### config.mk
export PLATFORM = sky130hd
export DESIGN_NAME = qrv_matrix
export DESIGN_NICKNAME = d
export VERILOG_FILES = /design/src/rtl/core/qrv_pkg.sv /design/src/rtl/core/qrv_matrix.sv
export SDC_FILE = /design/constraint.sdc
export NUM_CORES = 1
export LEC_CHECK = 0
export BUFFER_PORTS_ARGS = -buffer_cell sky130_fd_sc_hd__buf_2
export CAP_MARGIN = 20
export CORE_MARGIN = 2
export CORE_UTILIZATION = 35
export CTS_BUF_LIST = sky130_fd_sc_hd__clkbuf_16
export CTS_CLUSTER_DIAMETER = 40
export CTS_CLUSTER_SIZE = 10
export DETAILED_ROUTE_END_ITERATION = 12
export PLACE_DENSITY = 0.66
export SLEW_MARGIN = 20
export SYNTH_ARGS = -nofsm -noshare
export SYNTH_HDL_FRONTEND = slang
export SYNTH_SLANG_ARGS = --single-unit
### constraint.sdc
create_clock -name aclk -period 28.1 [get_ports aclk]
set_clock_uncertainty 0.15 [all_clocks]
set_input_delay 2.81 -clock aclk [delete_from_list [all_inputs] [get_ports aclk]]
set_output_delay 2.81 -clock aclk [all_outputs]
set_load 0.02 [all_outputs]
### src/rtl/core/qrv_pkg.sv
// qrv_pkg: shared widths, payload structs and helpers for the quaternion rotation core.
// No dependencies; imported by every module under rtl/core.
`timescale 1ns / 1ps

package qrv_pkg;

    localparam int QW         = 16;          // quaternion component width
    localparam int VW         = 16;          // vector component width
    localparam int PW         = 2 * QW;      // quaternion pair product
    localparam int CW         = PW + 2;      // rotation matrix coefficient
    localparam int MW         = CW + VW;     // coefficient times vector component
    localparam int SW         = MW + 2;      // sum of three terms
    localparam int FRAC_SHIFT = 28;          // Q1.14 squared
    localparam int RW         = SW - FRAC_SHIFT;
    localparam int OUT_MAX    = 32767;
    localparam int OUT_MIN    = -32768;

    typedef struct packed {
        logic signed [QW-1:0] w;
        logic signed [QW-1:0] z;
        logic signed [QW-1:0] y;
        logic signed [QW-1:0] x;
    } quat_t;

    typedef struct packed {
        logic signed [VW-1:0] z;
        logic signed [VW-1:0] y;
        logic signed [VW-1:0] x;
    } vec_t;

    typedef struct packed {
        logic signed [PW-1:0] xx;
        logic signed [PW-1:0] yy;
        logic signed [PW-1:0] zz;
        logic signed [PW-1:0] ww;
        logic signed [PW-1:0] xy;
        logic signed [PW-1:0] xz;
        logic signed [PW-1:0] yz;
        logic signed [PW-1:0] wx;
        logic signed [PW-1:0] wy;
        logic signed [PW-1:0] wz;
    } prod_t;

    typedef struct packed {
        logic signed [CW-1:0] m00;
        logic signed [CW-1:0] m01;
        logic signed [CW-1:0] m02;
        logic signed [CW-1:0] m10;
        logic signed [CW-1:0] m11;
        logic signed [CW-1:0] m12;
        logic signed [CW-1:0] m20;
        logic signed [CW-1:0] m21;
        logic signed [CW-1:0] m22;
    } mat_t;

    typedef struct packed {
        logic signed [SW-1:0] z;
        logic signed [SW-1:0] y;
        logic signed [SW-1:0] x;
    } acc_t;

    typedef struct packed {
        logic                 clip;
        logic signed [VW-1:0] z;
        logic signed [VW-1:0] y;
        logic signed [VW-1:0] x;
    } res_t;

    function automatic logic signed [PW-1:0] mul_qq(
        input logic signed [QW-1:0] a,
        input logic signed [QW-1:0] b
    );
        return a * b;
    endfunction

    function automatic logic signed [MW-1:0] mul_cv(
        input logic signed [CW-1:0] c,
        input logic signed [VW-1:0] v
    );
        return c * v;
    endfunction

endpackage

### src/rtl/core/qrv_matrix.sv
// qrv_matrix: second pipeline stage, the nine rotation matrix coefficients.
// Depends on qrv_pkg.
`timescale 1ns / 1ps

module qrv_matrix
    import qrv_pkg::*;
(
    input  logic  aclk,
    input  logic  aresetn,
    input  logic  in_valid,
    output logic  in_ready,
    input  prod_t in_prod,
    input  vec_t  in_vec,
    output logic  out_valid,
    input  logic  out_ready,
    output mat_t  out_mat,
    output vec_t  out_vec
);

    logic                 valid_reg;
    mat_t                 mat_reg, mat_next;
    vec_t                 vec_reg;
    logic signed [CW-1:0] xx, yy, zz, ww, xy, xz, yz, wx, wy, wz;

    assign in_ready = !valid_reg || out_ready;

    always_comb begin
        xx = CW'(in_prod.xx);
        yy = CW'(in_prod.yy);
        zz = CW'(in_prod.zz);
        ww = CW'(in_prod.ww);
        xy = CW'(in_prod.xy);
        xz = CW'(in_prod.xz);
        yz = CW'(in_prod.yz);
        wx = CW'(in_prod.wx);
        wy = CW'(in_prod.wy);
        wz = CW'(in_prod.wz);

        mat_next.m00 = ww + xx - yy - zz;
        mat_next.m01 = (xy - wz) <<< 1;
        mat_next.m02 = (xz + wy) <<< 1;
        mat_next.m10 = (xy + wz) <<< 1;
        mat_next.m11 = ww - xx + yy - zz;
        mat_next.m12 = (yz - wx) <<< 1;
        mat_next.m20 = (xz - wy) <<< 1;
        mat_next.m21 = (yz + wx) <<< 1;
        mat_next.m22 = ww - xx - yy + zz;
    end

    always_ff @(posedge aclk) begin
        if (!aresetn) begin
            valid_reg <= 1'b0;
        end else if (in_ready) begin
            valid_reg <= in_valid;
        end
    end

    always_ff @(posedge aclk) begin
        if (in_ready && in_valid) begin
            mat_reg <= mat_next;
            vec_reg <= in_vec;
        end
    end

    assign out_valid = valid_reg;
    assign out_mat   = mat_reg;
    assign out_vec   = vec_reg;

endmodule

-- Yosys cells after proc, flatten, opt, wreduce, memory -nomap -nowiden
Cells that the tools add are included.
- flip-flop bits (word level): 349
- word-level logic and storage cells: 30
- add/sub/neg operators: 14
- reduce and logical (&&, ||, !) cells: 3
- operators with widths (kind ; number):
    adder 32 x 32 -> 33 bit ; 4
    subtractor 32 x 32 -> 33 bit ; 4
    subtractor 33 x 32 -> 34 bit ; 2
    subtractor 34 x 32 -> 34 bit ; 2
    adder 33 x 32 -> 34 bit ; 1
    adder 34 x 32 -> 34 bit ; 1
    logical AND 1 bit ; 1
    logical NOT 1 bit ; 1
    logical OR 1 bit ; 1

-- Logic depth before layout (Yosys ltp)
- word-level depth: 3
- gate-level depth with buffers: 25

-- Worst setup path after synthesis
OpenSTA, ideal clock, no wires.
- path kind: input port to flip-flop
- from: in out_ready
- to: reg mat_reg (netlist bit out_mat[0]) (enable)
- setup time: 0.750 ns
- arrival time: 10.912 ns
- slack: 16.288 ns
- cell stages on the path: 2
- path through: nand2b_1 and2_1
- cells in the longest elaborated chain, start to end: 2
- ends and longest elaborated chain (what ; line ; RTL):
    start: declaration ; qrv_matrix.sv:15 ; input logic out_ready,
    logical OR 1 bit ; qrv_matrix.sv:25 ; assign in_ready = !valid_reg || out_ready;
    logical AND 1 bit ; qrv_matrix.sv:59 ; if (in_ready && in_valid) begin
    end signal: assignment ; qrv_matrix.sv:60 ; mat_reg <= mat_next;
    end: declaration ; qrv_matrix.sv:21 ; mat_t mat_reg, mat_next;
No other way between the ends.
A chain may end at the register's enable or synchronous reset.

==> results.cfg <==
[placed_design]
dp.cells = 4761
place_hpwl_mm = 80.1
io_buffers = 721
gp_congestion = 0.961
place_area_um2 = 34500

[pwr]
power.leakage_nw = 16.7
swShare = 0.390
switchingPower_w = 0.00114
seqPwrFrac = 0.270
p_per_area_nw_per_um2 = 79.1
peakVddDrop_uv = 54.9
combPwrFrac = 0.426
power.internal_w = 0.00179
p_clk_frac = 0.304

[yosys]
yosysWarningCount = 0
ys_types = 86
syn_inst = 2992
synth-seq-cells = 346
yosysSeqAreaShare = 0.348
synth_area_um2 = 29900
async_flop_share = 0
ys.flop_type = edfxtp_1
synth.avg_cell_area_um2 = 9.98
synth_edf_count = 345

[die]
start_util = 0.352
ios = 728
die_w_um = 296
coreArea_um2 = 84900
die_area_um2 = 87700
num_rows = 107
die_y_um = 296

[setup_path]
cpPeakStageDelay_ns = 0.61
path_depth = 21
rr_endpoint = out_mat[299]$_DFFE_PP_
rr_startpoint = out_valid$_SDFFE_PN0N_
critPathTopFamily = compound AO/OA/AOI/OAI gates
reg2regPathDepth = 4
crit_required_ns = 28.30
path_cells = buf_2 > inv_1 > ha_1 > fa_1 > and2b_1 > o211ai_1 > a211oi_1 > nor4b_1 > o31ai_1 > and2_1 > a221oi_2 > o21ai_1 > xnor2_1 > fa_1 > ha_1 > and3_1 > a221o_1 > a41o_1 > a211o_1 > a21oi_1 > xnor2_1
critPathLaunch = in_prod[192]
crit_path_top_delay_cell = nor4b_1
worst-setup-path-type = in2reg
crit_buf_inv = 2
arrival_ns = 8.20
r2r_slack_ns = 24.50
crit_end = out_mat[30]$_DFFE_PP_
worst_setup_path_start_kind = input port
crit_path_end_kind = flop
cp_max_fo = 6

[clocking]
clock_sinks = 346
path_clk_slew_ns = 0.05
cts_root_buf = clkbuf_16
cts_setup_buffers = 0
clock_path_buffers = 3
htreeDepth = 3
cts_tree = yes
cts_buffers = 75
clk_latency_ns = 0.61
postCtsResizedCells = 0
hold_buffers = 0

[final_layout]
num-nets-final = 4531
fill_cells = 8348
instances_no_fill = 4920
syn_to_final_growth_pct = 24.2
stdcell_area_um2 = 37100
layout-drive-gt1-share = 0.236

[sta]
grt_setup_unrepaired = no
tightest_slew_ns = 1.00
setup_tns_ns = 0
drv_slew = 0
max_freq_mhz = 125
fin_crit_ns = 8.00
min_period_over_period = 0.285
finalHoldViolCount = 0
slew_headroom = 0.333
setup_violations = 0

[route]
dr.pass1.iters = 5
wl_per_cell_um = 19.6
drc = 0
vias_per_cell = 5.05
num_vias = 24800
final_antenna_net_count = 0
drt_iter0_markers = 1927
wirelength_mm = 96.6

[hold_path]
hold_depth = 2
min_path_type = reg2reg

[global_route]
antenna_found_initial = 35
track_usage = 0.213
grt_pass1_vias = 24500
grt_max_degree = 78
grt_pass1_wl_mm = 142
grt-ovfl-total = 0

[flow_run]
maxCapViolCount = 0

[run_status]
status = completed
per-layer routing:
layer  GRT usage  routed length (um)  up-vias
met5           0                 121        -
met4      0.0809                2640       18
met3      0.0590                8000      147
met2       0.361               47300      846
met1       0.255               38600    11800
li1            -                   -    12000
worst register-to-register path, cell delays in order (launching register included):
cell      delay [ns]
dfxtp_1         0.31
nand2b_1        0.10
and2_4          0.76
buf_4           0.87
buf_4           0.93
power by group through the flow:
| stage | clock (W) | combinational, W | sequential [W] |
|---|---|---|---|
| after floorplan | 0 | 0.000707 | 0.000936 |
| after global placement | 0 | 0.00124 | 0.000801 |
| after detailed placement | 0 | 0.00124 | 0.000797 |
| after CTS | 0.000912 | 0.00125 | 0.000792 |
| after global routing | 0.000935 | 0.00137 | 0.000800 |
| final | 0.000891 | 0.00125 | 0.000791 |
layout by cell type, fill, tap and decap left out, types with 12 or more instances in the layout:
| cell | netlist | layout |
|---|---|---|
| fa_1 | 138 | 138 |
| o31ai_1 | 21 | 21 |
| diode_2 | 0 | 24 |
| o211ai_1 | 25 | 25 |
| and2_1 | 16 | 15 |
| o21ai_0 | 131 | 131 |
| nor2_1 | 203 | 203 |
| nand2_1 | 121 | 121 |
| nand3_1 | 47 | 47 |
| o21ai_1 | 17 | 17 |
| a211oi_1 | 15 | 15 |
| ha_1 | 327 | 327 |
| o31a_1 | 12 | 12 |
| o21bai_1 | 57 | 57 |
| clkbuf_16 | 0 | 77 |
| inv_6 | 0 | 14 |
| a21o_1 | 101 | 101 |
| nor2b_1 | 34 | 34 |
| nand4_1 | 26 | 26 |
| a31oi_1 | 29 | 29 |
| and3_1 | 14 | 14 |
| inv_1 | 337 | 340 |
| xor2_1 | 80 | 80 |
| a21oi_1 | 294 | 294 |
| o21a_1 | 35 | 35 |
| buf_2 | 19 | 721 |
| nand2b_1 | 42 | 42 |
| nor3_1 | 44 | 44 |
| xnor2_1 | 217 | 217 |
| edfxtp_1 | 345 | 345 |
Yosys cell counts, types with 21 or more instances:
master,n,area [um2]
edfxtp_1,345,10400
inv_1,337,1260
ha_1,327,4090
a21oi_1,294,1470
xnor2_1,217,1900
nor2_1,203,762
fa_1,138,2760
o21ai_0,131,656
nand2_1,121,454
a21o_1,101,758
xor2_1,80,701
clkbuf_1,70,263
o21bai_1,57,428
nand3_1,47,235
nor3_1,44,220
nand2b_1,42,263
o21a_1,35,263
nor2b_1,34,213
a31oi_1,29,181
nand4_1,26,163
o211ai_1,25,188
o31ai_1,21,158
state kept, by name (all words and copies together), names as in the netlist:
signal     count
out_mat      297
out_valid      1
out_vec       48
worst min-delay path by stage:
stage                            from  slack, ns                endpoint
2_1_floorplan  out_valid$_SDFFE_PN0N_       0.60  out_valid$_SDFFE_PN0N_
5_1_grt        out_valid$_SDFFE_PN0N_       0.45  out_valid$_SDFFE_PN0N_
6_report       out_valid$_SDFFE_PN0N_       0.42  out_valid$_SDFFE_PN0N_
3_5_place_dp   out_valid$_SDFFE_PN0N_       0.40  out_valid$_SDFFE_PN0N_
3_3_place_gp   out_valid$_SDFFE_PN0N_       0.37  out_valid$_SDFFE_PN0N_
4_1_cts        out_valid$_SDFFE_PN0N_       0.42  out_valid$_SDFFE_PN0N_
final cells by class:
class,instances,area [um2],share of cell area
Antenna cell,24,60.1,0.00162
Clock buffer,77,1930,0.0520
Clock inverter,58,621,0.0167
Inverter,341,1280,0.0345
Multi-Input combinational cell,2205,17700,0.479
Sequential cell,346,10400,0.280
Tap cell,1144,1430,0.0386
Timing Repair Buffer,725,3640,0.0981
kinds of logic after synthesis:
family          count (synthesis)  synth area share
compound gates                839             0.180
xor+xnor                      297            0.0871
fa+ha+maj                     465             0.230
buf+inv                       446            0.0587
flops                         346             0.348
mux                             3           0.00105
other cells                     1          0.000126
simple gates                  595            0.0954
stage by stage:
| step | hold WS, ns | util | total power [W] | setup WS (ns) |
|---|---|---|---|---|
| after floorplan | 0.600 | - | 0.00164 | 16.29 |
| after global placement | 0.371 | 0.406 | 0.00204 | 19.57 |
| after detailed placement | 0.404 | 0.406 | 0.00204 | 19.54 |
| after CTS | 0.415 | 0.436 | 0.00295 | 20.18 |
| after global routing | 0.453 | 0.437 | 0.00310 | 19.67 |
| final | 0.416 | 0.437 | 0.00293 | 20.10 |
(Power assumes the default switching activity.)
