File: src/rtl/core/qrv_pkg.sv
// qrv_pkg: shared widths, payload structs and helpers for the quaternion rotation core.
// No dependencies; imported by every module under rtl/core.
`timescale 1ns / 1ps

package qrv_pkg;

    localparam int QW         = 16;          // quaternion component width
    localparam int VW         = 16;          // vector component width
    localparam int PW         = 2 * QW;      // quaternion pair product
    localparam int CW         = PW + 2;      // rotation matrix coefficient
    localparam int MW         = CW + VW;     // coefficient times vector component
    localparam int SW         = MW + 2;      // sum of three terms
    localparam int FRAC_SHIFT = 28;          // Q1.14 squared
    localparam int RW         = SW - FRAC_SHIFT;
    localparam int OUT_MAX    = 32767;
    localparam int OUT_MIN    = -32768;

    typedef struct packed {
        logic signed [QW-1:0] w;
        logic signed [QW-1:0] z;
        logic signed [QW-1:0] y;
        logic signed [QW-1:0] x;
    } quat_t;

    typedef struct packed {
        logic signed [VW-1:0] z;
        logic signed [VW-1:0] y;
        logic signed [VW-1:0] x;
    } vec_t;

    typedef struct packed {
        logic signed [PW-1:0] xx;
        logic signed [PW-1:0] yy;
        logic signed [PW-1:0] zz;
        logic signed [PW-1:0] ww;
        logic signed [PW-1:0] xy;
        logic signed [PW-1:0] xz;
        logic signed [PW-1:0] yz;
        logic signed [PW-1:0] wx;
        logic signed [PW-1:0] wy;
        logic signed [PW-1:0] wz;
    } prod_t;

    typedef struct packed {
        logic signed [CW-1:0] m00;
        logic signed [CW-1:0] m01;
        logic signed [CW-1:0] m02;
        logic signed [CW-1:0] m10;
        logic signed [CW-1:0] m11;
        logic signed [CW-1:0] m12;
        logic signed [CW-1:0] m20;
        logic signed [CW-1:0] m21;
        logic signed [CW-1:0] m22;
    } mat_t;

    typedef struct packed {
        logic signed [SW-1:0] z;
        logic signed [SW-1:0] y;
        logic signed [SW-1:0] x;
    } acc_t;

    typedef struct packed {
        logic                 clip;
        logic signed [VW-1:0] z;
        logic signed [VW-1:0] y;
        logic signed [VW-1:0] x;
    } res_t;

    function automatic logic signed [PW-1:0] mul_qq(
        input logic signed [QW-1:0] a,
        input logic signed [QW-1:0] b
    );
        return a * b;
    endfunction

    function automatic logic signed [MW-1:0] mul_cv(
        input logic signed [CW-1:0] c,
        input logic signed [VW-1:0] v
    );
        return c * v;
    endfunction

endpackage

File: src/rtl/core/qrv_round_sat.sv
// qrv_round_sat: last pipeline stage, drop the fraction, saturate to 16 bits, flag clipping.
// Depends on qrv_pkg; this stage is also the output register of the core.
`timescale 1ns / 1ps

module qrv_round_sat
    import qrv_pkg::*;
(
    input  logic aclk,
    input  logic aresetn,
    input  logic in_valid,
    output logic in_ready,
    input  acc_t in_acc,
    output logic out_valid,
    input  logic out_ready,
    output res_t out_res
);

    localparam logic signed [RW-1:0] SAT_HI = RW'(OUT_MAX);
    localparam logic signed [RW-1:0] SAT_LO = RW'(OUT_MIN);

    logic                 valid_reg;
    res_t                 res_reg, res_next;
    logic signed [RW-1:0] rx, ry, rz;
    logic                 cx, cy, cz;

    function automatic logic signed [VW-1:0] clamp(input logic signed [RW-1:0] r);
        if (r > SAT_HI) begin
            return VW'(SAT_HI);
        end else if (r < SAT_LO) begin
            return VW'(SAT_LO);
        end
        return VW'(r);
    endfunction

    assign in_ready = !valid_reg || out_ready;

    always_comb begin
        // rounding offset was added upstream: floor by arithmetic shift
        rx = in_acc.x[SW-1:FRAC_SHIFT];
        ry = in_acc.y[SW-1:FRAC_SHIFT];
        rz = in_acc.z[SW-1:FRAC_SHIFT];
        cx = (rx > SAT_HI) || (rx < SAT_LO);
        cy = (ry > SAT_HI) || (ry < SAT_LO);
        cz = (rz > SAT_HI) || (rz < SAT_LO);
        res_next.x    = clamp(rx);
        res_next.y    = clamp(ry);
        res_next.z    = clamp(rz);
        res_next.clip = cx || cy || cz;
    end

    always_ff @(posedge aclk) begin
        if (!aresetn) begin
            valid_reg <= 1'b0;
        end else if (in_ready) begin
            valid_reg <= in_valid;
        end
    end

    always_ff @(posedge aclk) begin
        if (in_ready && in_valid) begin
            res_reg <= res_next;
        end
    end

    assign out_valid = valid_reg;
    assign out_res   = res_reg;

endmodule

File: config.mk
export PLATFORM = sky130hd
export DESIGN_NAME = qrv_round_sat
export DESIGN_NICKNAME = d
export VERILOG_FILES = /design/src/rtl/core/qrv_pkg.sv /design/src/rtl/core/qrv_round_sat.sv
export SDC_FILE = /design/constraint.sdc
export NUM_CORES = 1
export LEC_CHECK = 0
export BUFFER_PORTS_ARGS = -buffer_cell sky130_fd_sc_hd__buf_2
export CORE_MARGIN = 10
export CORE_UTILIZATION = 36
export CTS_CLUSTER_DIAMETER = 60
export DETAILED_ROUTE_END_ITERATION = 10
export GPL_TIMING_DRIVEN = 1
export PLACE_DENSITY = 0.92
export RECOVER_POWER = 100
export SYNTH_ARGS = -nofsm -noshare
export SYNTH_HDL_FRONTEND = slang
export SYNTH_SLANG_ARGS = --single-unit
export TNS_END_PERCENT = 5
File: constraint.sdc
create_clock -name aclk -period 2.9 [get_ports aclk]
set_clock_uncertainty 0.15 [all_clocks]
set_input_delay 0.58 -clock aclk [delete_from_list [all_inputs] [get_ports aclk]]
set_output_delay 0.58 -clock aclk [all_outputs]
set_load 0.03 [all_outputs]
Word level (Yosys, flattened, before mapping). Index checks and enable logic that the tools add are counted.

$lt $le $gt $ge: 6. Multiplexer cells: 15. Reduce and logical (&&, ||, !) cells: 8.

Operators by type and width (number): two-way mux 16 bit (9); > comparator 24 x 16 -> 1 bit, second input constant (3); < comparator 24 x 16 -> 1 bit, second input constant (3); logical OR 1 bit (6); two-way mux 1 bit (6); logical AND 1 bit (1); logical NOT 1 bit (1).

Register bits: 50. Output and inout port bits: 51. Logic and storage cells: 34.

Depth between registers and ports, before layout. Gate-level depths: netlist (run 1).

Depth in word-level cells: 4. Mapped depth: 4. Gate-level depth less buffers: 4.

Worst setup path before layout (run 1). Ideal clock, no wire load.

Path type: input-to-reg. Start point: in out_ready. End point: reg res_reg, in the netlist out_res[0] (enable). Setup time: 411 ps. Arrival time: 2129 ps. Data required time: 2339 ps. Path slack: 210 ps. Stages: 2. Buffers on the path: 0. Path through: nand2b_1 > and2_1.

Longest elaborated chain between the ends: 2.

RTL lines: from (decl) (RTL line qrv_round_sat.sv:14) `input logic out_ready,`; logical OR 1 bit (RTL line qrv_round_sat.sv:35) `assign in_ready = !valid_reg || out_ready;`; logical AND 1 bit (RTL line qrv_round_sat.sv:60) `if (in_ready && in_valid) begin`; to (signal assigned) (RTL line qrv_round_sat.sv:61) `res_reg <= res_next;`; to (decl) (RTL line qrv_round_sat.sv:22) `res_t res_reg, res_next;`.

Every way passes these cells. A chain may end at the register's enable or synchronous reset.

==> results of run 1 <==
## cell families after synthesis
group | Yosys count
simple gates | 17
buf+inv | 10
flops | 50
compound gates | 52
## worst max path at each step
stage / from / to / cells after the start
floorplan: out_ready / out_res[0]$_DFFE_PP_ / 2
global placement: in_acc[102] / out_res[48]$_DFFE_PP_ / 5
detailed placement: out_ready / out_res[23]$_DFFE_PP_ / 4
CTS: out_ready / out_res[23]$_DFFE_PP_ / 4
global route: in_acc[48] / out_res[48]$_DFFE_PP_ / 5
finish: in_acc[48] / out_res[48]$_DFFE_PP_ / 5
## per-stage QoR
stage / hold WS [ns] / util (%)
after floorplan: 0.569 / -
after global placement: 0.350 / 49.9
after detailed placement: 0.368 / 49.9
after CTS: 0.353 / 52.2
after global routing: 0.368 / 50.7
final: 0.370 / 50.8
## synth_stat cells
library cell | count | area (sq um)
o21ai_2 | 3 | 26.3
buf_4 | 2 | 15.0
edfxtp_1 | 49 | 1470
a21o_1 | 45 | 338
nand4_1 | 6 | 37.5
buf_6 | 4 | 45.0
nand4b_1 | 1 | 8.76
a21boi_0 | 1 | 7.51
nor2b_1 | 2 | 12.5
nor4_2 | 6 | 75.1
a21oi_2 | 3 | 26.3
and2_1 | 1 | 6.26
nand2b_1 | 1 | 6.26
inv_1 | 1 | 3.75
dfxtp_1 | 1 | 20.0
clkbuf_1 | 3 | 11.3
## sequential cells by signal, indices dropped and copies added, names as in the netlist
register	count
out_res	49
out_valid	1
## critical path: cells and delay by family
family / cells / cell delay [ns]
buf+inv: 1 / 0.11
simple gates: 3 / 0.32
compound gates: 1 / 1.05
## layout make-up
cell class | count | share of cell area [%]
clock inverter | 3 | 2.24
clock buffer | 5 | 2.42
antenna | 1 | 0.0879
multi-input combinational | 69 | 18.7
inverter | 1 | 0.132
tap | 72 | 3.16
timing repair buffer | 129 | 20.9
sequential | 50 | 52.4
## power by group through the flow
stage | clock [mW] | sequential, mW | combinational [mW]
after floorplan | 0 | 0.963 | 0.0768
after global placement | 0 | 0.870 | 0.276
after detailed placement | 0 | 0.873 | 0.283
after CTS | 0.577 | 0.857 | 0.284
after global routing | 0.610 | 0.863 | 0.290
final | 0.562 | 0.858 | 0.266
## metal layers
| metal | part of all wire [%] | up-vias |
|---|---|---|
| met5 | 0.19 | - |
| met4 | 1.0 | 2 |
| met3 | 14 | 7 |
| met2 | 46 | 82 |
| met1 | 39 | 722 |
| li1 | - | 760 |
==> metrics.txt, run 1 <==
Setup TNS 0 ns; commonest non-fill, non-tap cell in the layout buf_2; Layout area overhead 34.9%; most frequent cells in the layout 69 x buf_2, 57 x clkbuf_1, 49 x edfxtp_1; Hold Buf Count CTS 0; Worst-path clk slew roughly 0.090 ns; CTS tree built; Reg2Reg Depth 3; fin area between 2000 and 3000 sq um; Mapped Avg Cell Area ~16 sq um; Sequential Power Share about half; placed instance area 2800 sq um; Total GRT Usage between 10 and 15%; worst vdd ir between 300 and 400 uV; pre-CTS setup slack approximately 0.84 ns; Residual DRC 0; Hold Path End out_valid$_SDFFE_PN0N_; FF+latch count, synth 50; FF-to-FF End out_res[26]$_DFFE_PP_; Worst path slowest cell a21oi_1; met3 Use GR under 10%; total internal power between 1 and 1.5 mW; Nets between 400 and 500; clock network fraction of design power about a third; first-pass GRT wire length roughly 8700 um; Routed WL 5860 um; crit-path max cell delay ~1.1 ns; CP endpoint kind flip-flop; Yosys Warn Count 0; Finished Layout Cells between 300 and 400; Compound-Gate Fraction of Synth Area about a fifth; Sw Share ~24%; Final period util just over 70%; # fillers roughly 550; fmax between 0.4 and 0.5 GHz; crit path launch type input pin; Distinct cells, synth 16; status completed; Post-Synth XOR/XNOR Area 0%; GRT Residual Overflow 0; deepest clock path buffer count 2; Post-Syn Instances around 130; mux cell area share after synthesis 0%; Hold Crit Start aresetn; Max Cap Viol 0; total power draw 1.69 mW; Cells after DPL between 300 and 400; synthesized cell area about 2100 sq um; IO Pins between 200 and 250; Sw Pwr ~0.41 mW; worst reg2reg path startpoint out_valid$_SDFFE_PN0N_; combinational cell fraction of total power between 15 and 20%; Clk Tree Root Cell clkbuf_8; IO buf count between 100 and 150; critical path class in2reg; CP Cell Sequence clkbuf_1 -> nor4_1 -> a21oi_1 -> nor2b_1 -> nand4b_1; Power Dens Cells between 500 and 600 nW/um^2; FP Rows 27; post-synthesis adder-cell area fraction 0%; Mapped Nets around 290; endpoints failing setup 0; sequential element share of the synthesized area about 71%; CTS H-tree lvls 2; RSZ-0062 raised after global routing false; final hold violation count 0; share of layout cells above drive strength 1 34.6%; number of global-route vias before repair 1722; Top Usage Layer GRT met2; Vias about 1600; pin count of the biggest net entering global routing 27; CTS resizes 0; Tightest Pin Transition around 1.4 ns; met2 GRT Util approximately a fifth; Final WS setup between 0.8 and 0.9 ns; 1st-iter DRT viols 42; internal reg-to-reg setup slack 1.22 ns; CTS sink count 50; CP Data Arrival Time around 2.1 ns; register area between 1000 and 1500 sq um; min Tclk post-route 2.06 ns; Worst-Skew Late Latency ~0.30 ns; met1 usage approximately 15%; die area 9330 sq um; Num CTS Buffers 5; routability cong. about 0.74; vias per cell ~4.8; Simple-Gate Fraction of Synth Area slightly below 7%; Rel. slew slack a little under a tenth; main combinational cell family by area after synthesis compound AO/OA/AOI/OAI gates; starting density of the core between 30 and 40%; antenna-violating nets left 0; hold path cells 2; footprint of the multi-input gates 532 sq um; Hold Crit Class in2reg; Die H a little under 100 um; Leak 1.19 nW; antenna violations before repair 2; DR WL/cell approximately 18 um; Post-CTS Setup Bufs 0; final slew viol count 0; detailed-placement wirelength estimate around 4700 um; die width 96.6 um; Placeable Area 5610 sq um; 1st-pass router iterations 4; CP Max Fanout 16; WP data required 2.91 ns
Note: power is estimated with default switching activity, not from simulation.
==> run 2: changes to the inputs <==
--- a/config.mk
+++ b/config.mk
@@ -5,13 +5,14 @@
 export SDC_FILE = /design/constraint.sdc
 export NUM_CORES = 1
 export LEC_CHECK = 0
+export ABC_AREA = 1
 export BUFFER_PORTS_ARGS = -buffer_cell sky130_fd_sc_hd__buf_2
 export CORE_MARGIN = 10
-export CORE_UTILIZATION = 36
+export CORE_UTILIZATION = 34
 export CTS_CLUSTER_DIAMETER = 60
 export DETAILED_ROUTE_END_ITERATION = 10
 export GPL_TIMING_DRIVEN = 1
-export PLACE_DENSITY = 0.92
+export PLACE_DENSITY = 0.88
 export RECOVER_POWER = 100
 export SYNTH_ARGS = -nofsm -noshare
 export SYNTH_HDL_FRONTEND = slang
==> constraint.sdc (replaced) <==
create_clock -name aclk -period 1.85 [get_ports aclk]
set_clock_uncertainty 0.15 [all_clocks]
set_input_delay 0.37 -clock aclk [delete_from_list [all_inputs] [get_ports aclk]]
set_output_delay 0.37 -clock aclk [all_outputs]
set_load 0.03 [all_outputs]
==> run 2 against run 1 <==
Effect of this change:
- first-iteration DRC count is 88% higher
- register-to-register slack worse by 0.74 ns
- critical path depth is 3 lower
- via count is 16% higher
- critical path type is now reg2out
- highest routed layer is now met4
==> metrics.txt, run 2 <==
status completed; CTS sink count 50; asr flop ratio synth 0%; Hold WS between 0.15 and 0.2 ns; Post-synth top cells 49 x edfxtp_1, 48 x inv_1, 30 x o21ai_2; min Tclk post-route 1.55 ns; sequential element share of the synthesized area 63.5%; Placeable Area between 6000 and 7000 sq um; Post-Syn Instances 207; Worst-path clk slew roughly 0.090 ns; Yosys top cell area share between 60% and 70%; FF+latch count, synth 50; hold path cells 1; Total GRT Usage a little over a tenth; pin count of the biggest net entering global routing 50; Final period util around 84%; antenna violations before repair 0; CP Max Fanout 3; DR WL/cell 14.6 um; Routed WL just over 6000 um; FP Rows 30; endpoints failing setup 0; Hold Buf Count CTS 0; fmax ~0.64 GHz; commonest non-fill, non-tap cell in the layout buf_2; count leader, synth edfxtp_1; Hold Crit Start in_acc[51]; Diodes inserted 0; Worst-Skew Late Latency 0.29 ns; Yosys top cell by area edfxtp_1; final hold violation count 0; RSZ-0062 raised after global routing false; Power Dens Cells approximately 800 nW/um^2; GRT Residual Overflow 0; final slew viol count 0; CTS tree built; Leak around 1.3 nW; die area between 10000 and 15000 sq um; share of layout cells above drive strength 1 between 20% and 30%; synthesized cell area 2350 sq um; routability cong. between 0.6 and 0.7; Clk Tree Root Cell clkbuf_8; Hold Path End out_res[15]$_DFFE_PP_; Tightest Pin Transition between 0.4 and 0.5 ns; vias per cell between 4 and 5; number of global-route vias before repair just under 2000; Max Cap Viol 0; Layout area overhead 26.3%; most frequent cells in the layout 69 x buf_2, 57 x clkbuf_1, 49 x edfxtp_1; max FFs per register 49; CTS resizes 0; Mapped Nets ~370; Nets between 400 and 500; Die H between 100 and 150 um; worst reg2reg path startpoint out_valid$_SDFFE_PN0N_; internal reg-to-reg setup slack 0.48 ns; Setup TNS 0 ns; IO Pins between 200 and 250; Post-CTS Setup Bufs 0; detailed-placement wirelength estimate roughly 4800 um; starting density of the core 34.8%; Vias ~1800; IO buf count about 130; number of flops mapped to enable cells by yosys between 40 and 50; FF-to-FF End out_res[1]$_DFFE_PP_; Num CTS Buffers 5; 1st-pass router iterations 4; Yosys Warn Count 0; worst vdd ir between 300 and 400 uV; die width 103 um; Rel. slew slack a little under three quarters; critical path class reg2out; Reg2Reg Depth 2; first-pass GRT wire length 9030 um; crit path launch type flip-flop; Mapped Avg Cell Area 11.3 sq um; Hold Crit Class in2reg; Residual DRC 0; CP endpoint kind primary output; Synth Flop Type edfxtp_1; deepest clock path buffer count 2; antenna-violating nets left 0; CP Data Arrival Time 1.03 ns; 1st-iter DRT viols roughly 80; CTS H-tree lvls 2; WP data required between 1 and 1.5 ns; Distinct cells, synth 18; ranking of synthesized cells by area edfxtp_1 63%, o21ai_2 11%, inv_1 7.7%
==> run 2: cell types whose count changed after synthesis, moves of 15 or more <==
cell,delta
nand2_1,+19
a21o_1,-45
o21ai_0,+15
o21ai_2,+27
inv_1,+47
nor2_1,+25
==> run 2: power by group <==
group          internal, mW  total (mW)  switching [mW]
clock                 0.260       0.611           0.352
combinational         0.130       0.422           0.292
sequential             1.33        1.34          0.0180
==> run 2: layout make-up <==
type	instances	area, sq um
clock buffer	5	68.8
clock inverter	3	16.3
inverter	51	196
timing repair buffer	130	627
multi-input combinational	97	465
sequential	50	1490
tap	80	100
fill	725	3790
==> run 2: kinds of logic (layout without fill, tap and decap cells) <==
group                  after synthesis  in the layout  share of synthesized area (%)
and+or+nand+nor                     47             47                           7.78
AOI/OAI and AO/OA                   50             50                           16.2
DFF                                 50             50                           63.5
buffers and inverters               60            189                           12.5
==> run 2: how the worst max path moves through the flow <==
| stage | from | to | slack, ns | cells past startpoint |
|---|---|---|---|---|
| floorplan | out_ready | out_res[0]$_DFFE_PP_ | 0.007 | 2 |
| global placement | in_acc[47] | out_res[1]$_DFFE_PP_ | 0.23 | 7 |
| detailed placement | in_acc[47] | out_res[1]$_DFFE_PP_ | 0.19 | 7 |
| CTS | out_valid$_SDFFE_PN0N_ | in_ready | 0.40 | 2 |
| global route | out_valid$_SDFFE_PN0N_ | in_ready | 0.25 | 2 |
| finish | out_valid$_SDFFE_PN0N_ | in_ready | 0.30 | 2 |
==> run 2: worst max-delay path, stage by stage, from the launching register on <==
cell	delay (ns)
dfxtp_1	0.34
nand2_1	0.08
clkbuf_1	0.32
==> run 2: through the flow <==
stage | setup slack, ns | utilization (%) | cells | total power, mW | area, sq um
after floorplan | 0.00700 | - | 207 | 1.67 | 2360
after global placement | 0.225 | 45.3 | 408 | 1.84 | 3060
after detailed placement | 0.186 | 45.3 | 408 | 1.85 | 3060
after CTS | 0.402 | 46.6 | 416 | 2.46 | 3150
after global routing | 0.246 | 43.9 | 416 | 2.49 | 2970
final | 0.299 | 43.9 | 416 | 2.38 | 2970
==> run 2: layer usage <==
layer	track usage, %	vias up	wire length, um
li1	-	918	-
met1	11.1	836	2320
met2	19.1	74	3110
met3	4.69	4	604
met4	3.32	0	36
met5	0	-	0
==> run 3: changes to the inputs <==
--- a/config.mk
+++ b/config.mk
@@ -8,11 +8,11 @@
 export ABC_AREA = 1
 export BUFFER_PORTS_ARGS = -buffer_cell sky130_fd_sc_hd__buf_2
 export CORE_MARGIN = 10
-export CORE_UTILIZATION = 34
+export CORE_UTILIZATION = 37
 export CTS_CLUSTER_DIAMETER = 60
 export DETAILED_ROUTE_END_ITERATION = 10
 export GPL_TIMING_DRIVEN = 1
-export PLACE_DENSITY = 0.88
+export PLACE_DENSITY = 0.91
 export RECOVER_POWER = 100
 export SYNTH_ARGS = -nofsm -noshare
 export SYNTH_HDL_FRONTEND = slang
==> constraint.sdc (replaced) <==
create_clock -name aclk -period 1.5 [get_ports aclk]
set_clock_uncertainty 0.15 [all_clocks]
set_input_delay 0.3 -clock aclk [delete_from_list [all_inputs] [get_ports aclk]]
set_output_delay 0.3 -clock aclk [all_outputs]
set_load 0.03 [all_outputs]
==> run 3 against run 2 <==
Effect of this change:
- count of clock-buffer cells in the layout up 2
- sequential share of layout area fell by 1.3 points
- register-to-register slack got worse by 0.38 ns
- non-clock buffer count is 2 higher
- first-iteration DRC count shrank 47%
- sequential power up 24%
- cell count is 0.72% lower
==> metrics.txt, run 3 (same netlist as run 2, synthesis figures left out) <==
status completed; CP Max Fanout 10; die area slightly below 10000 sq um; most frequent cells in the layout 69 x buf_2, 49 x inv_1, 49 x edfxtp_1; hold path cells 2; CP Data Arrival Time about 1.2 ns; antenna violations before repair 0; Hold Crit Class in2reg; Hold WS roughly 0.10 ns; Setup TNS 0 ns; total internal power approximately 2.2 mW; final hold violation count 0; Power Dens Cells between 900 and 1000 nW/um^2; vias per cell ~4.5; RSZ-0062 raised after global routing false; Post-CTS Setup Bufs 0; Placeable Area between 6000 and 7000 sq um; 1st-iter DRT viols 42; CP endpoint kind flip-flop; worst reg2reg path startpoint out_valid$_SDFFE_PN0N_; CTS tree built; CTS sink count 50; antenna-violating nets left 0; fin area 3050 sq um; IO buf count between 100 and 150; Worst-path clk slew around 0.08 ns; Hold Crit Start aresetn; deepest clock path buffer count 2; routability cong. 0.708; Tightest Pin Transition 0.380 ns; worst vdd ir around 420 uV; FP Rows 28; first-pass GRT wire length around 9700 um; Die H 99.7 um; Hold Buf Count CTS 0; Total GRT Usage 12.0%; Clk Tree Root Cell clkbuf_8; Final period util just over 90%; FF-to-FF End out_res[40]$_DFFE_PP_; critical path class reg2reg; met3 Use GR around 7%; Routed WL around 6200 um; Worst-Skew Late Latency between 0.2 and 0.3 ns; Sw Share about 27%; Top Usage Layer GRT met2; die width ~100 um; clock network fraction of design power between 20% and 30%; Residual DRC 0; met2 GRT Util about a fifth; Sequential Power Share between 50% and 60%; pin count of the biggest net entering global routing 40; Sw Pwr between 0.7 and 0.8 mW; GRT Residual Overflow 0; fmax approximately 0.72 GHz; Reg2Reg Depth 2; CTS resizes 0; CTS H-tree lvls 2; Leak approximately 1.4 nW; placed instance area 3100 sq um; starting density of the core between 30% and 40%; commonest non-fill, non-tap cell in the layout buf_2; DR WL/cell 14.9 um; 1st-pass router iterations 4; detailed-placement wirelength estimate 5110 um; Vias 1854; internal reg-to-reg setup slack about 0.10 ns; met1 usage around an eighth; crit path launch type flip-flop; Diodes inserted 0; endpoints failing setup 0; Layout area overhead 30.0%; Max Cap Viol 0; final slew viol count 0; number of global-route vias before repair 2023; total power draw 2.95 mW; WP data required between 1 and 1.5 ns; max FFs per register between 40 and 50; share of layout cells above drive strength 1 between 40% and 50%; min Tclk post-route 1.40 ns; IO Pins 211; Rel. slew slack 74.8%; Num CTS Buffers 5; combinational cell fraction of total power 18.6%; Nets between 400 and 500; Hold Path End out_valid$_SDFFE_PN0N_
[run 3: metal layers]
layer	share of wire, %	wire length, um	vias up
li1	-	-	924
met1	37	2310	832
met2	46	2810	92
met3	15	951	6
met4	1.3	82	0
met5	0	0	-
[run 3: final cells by class]
type	count	area [sq um]
inverter	51	196
multi-input combinational	97	462
timing repair buffer	132	722
clock inverter	1	7.51
clock buffer	7	76.3
sequential	50	1500
fill	611	2970
tap	75	93.8
[run 3: through the flow]
step / setup slack, ns / cells / util (%)
3_5_place_dp: 0.00581 / 405 / 51.4
4_1_cts: 0.106 / 413 / 52.8
2_1_floorplan: -0.300 / 207 / -
6_report: 0.105 / 413 / 50.7
3_3_place_gp: 0.0591 / 405 / 51.4
5_1_grt: 0.0519 / 413 / 50.7
[run 3: worst max-delay path: stages (launching register included)]
cell and delay (ns):
dfxtp_4 0.35, a21oi_1 0.26, clkbuf_2 0.33
[run 3: power by group through the flow]
stage | Clock, mW | Combinational (mW) | Sequential, mW
global route | 0.833 | 0.606 | 1.67
global placement | 0 | 0.595 | 1.68
detailed placement | 0 | 0.611 | 1.69
floorplan | 0 | 0.203 | 1.86
finish | 0.742 | 0.549 | 1.66
CTS | 0.776 | 0.611 | 1.66
[run 3: worst max-delay path by stage]
stage | from | endpoint | cells past startpoint
2_1_floorplan | out_valid$_SDFFE_PN0N_ | out_res[0]$_DFFE_PP_ | 1
3_3_place_gp | in_acc[96] | out_res[17]$_DFFE_PP_ | 7
3_5_place_dp | in_acc[96] | out_res[17]$_DFFE_PP_ | 7
4_1_cts | out_valid$_SDFFE_PN0N_ | in_ready | 2
5_1_grt | out_valid$_SDFFE_PN0N_ | out_res[40]$_DFFE_PP_ | 2
6_report | out_valid$_SDFFE_PN0N_ | out_res[40]$_DFFE_PP_ | 2
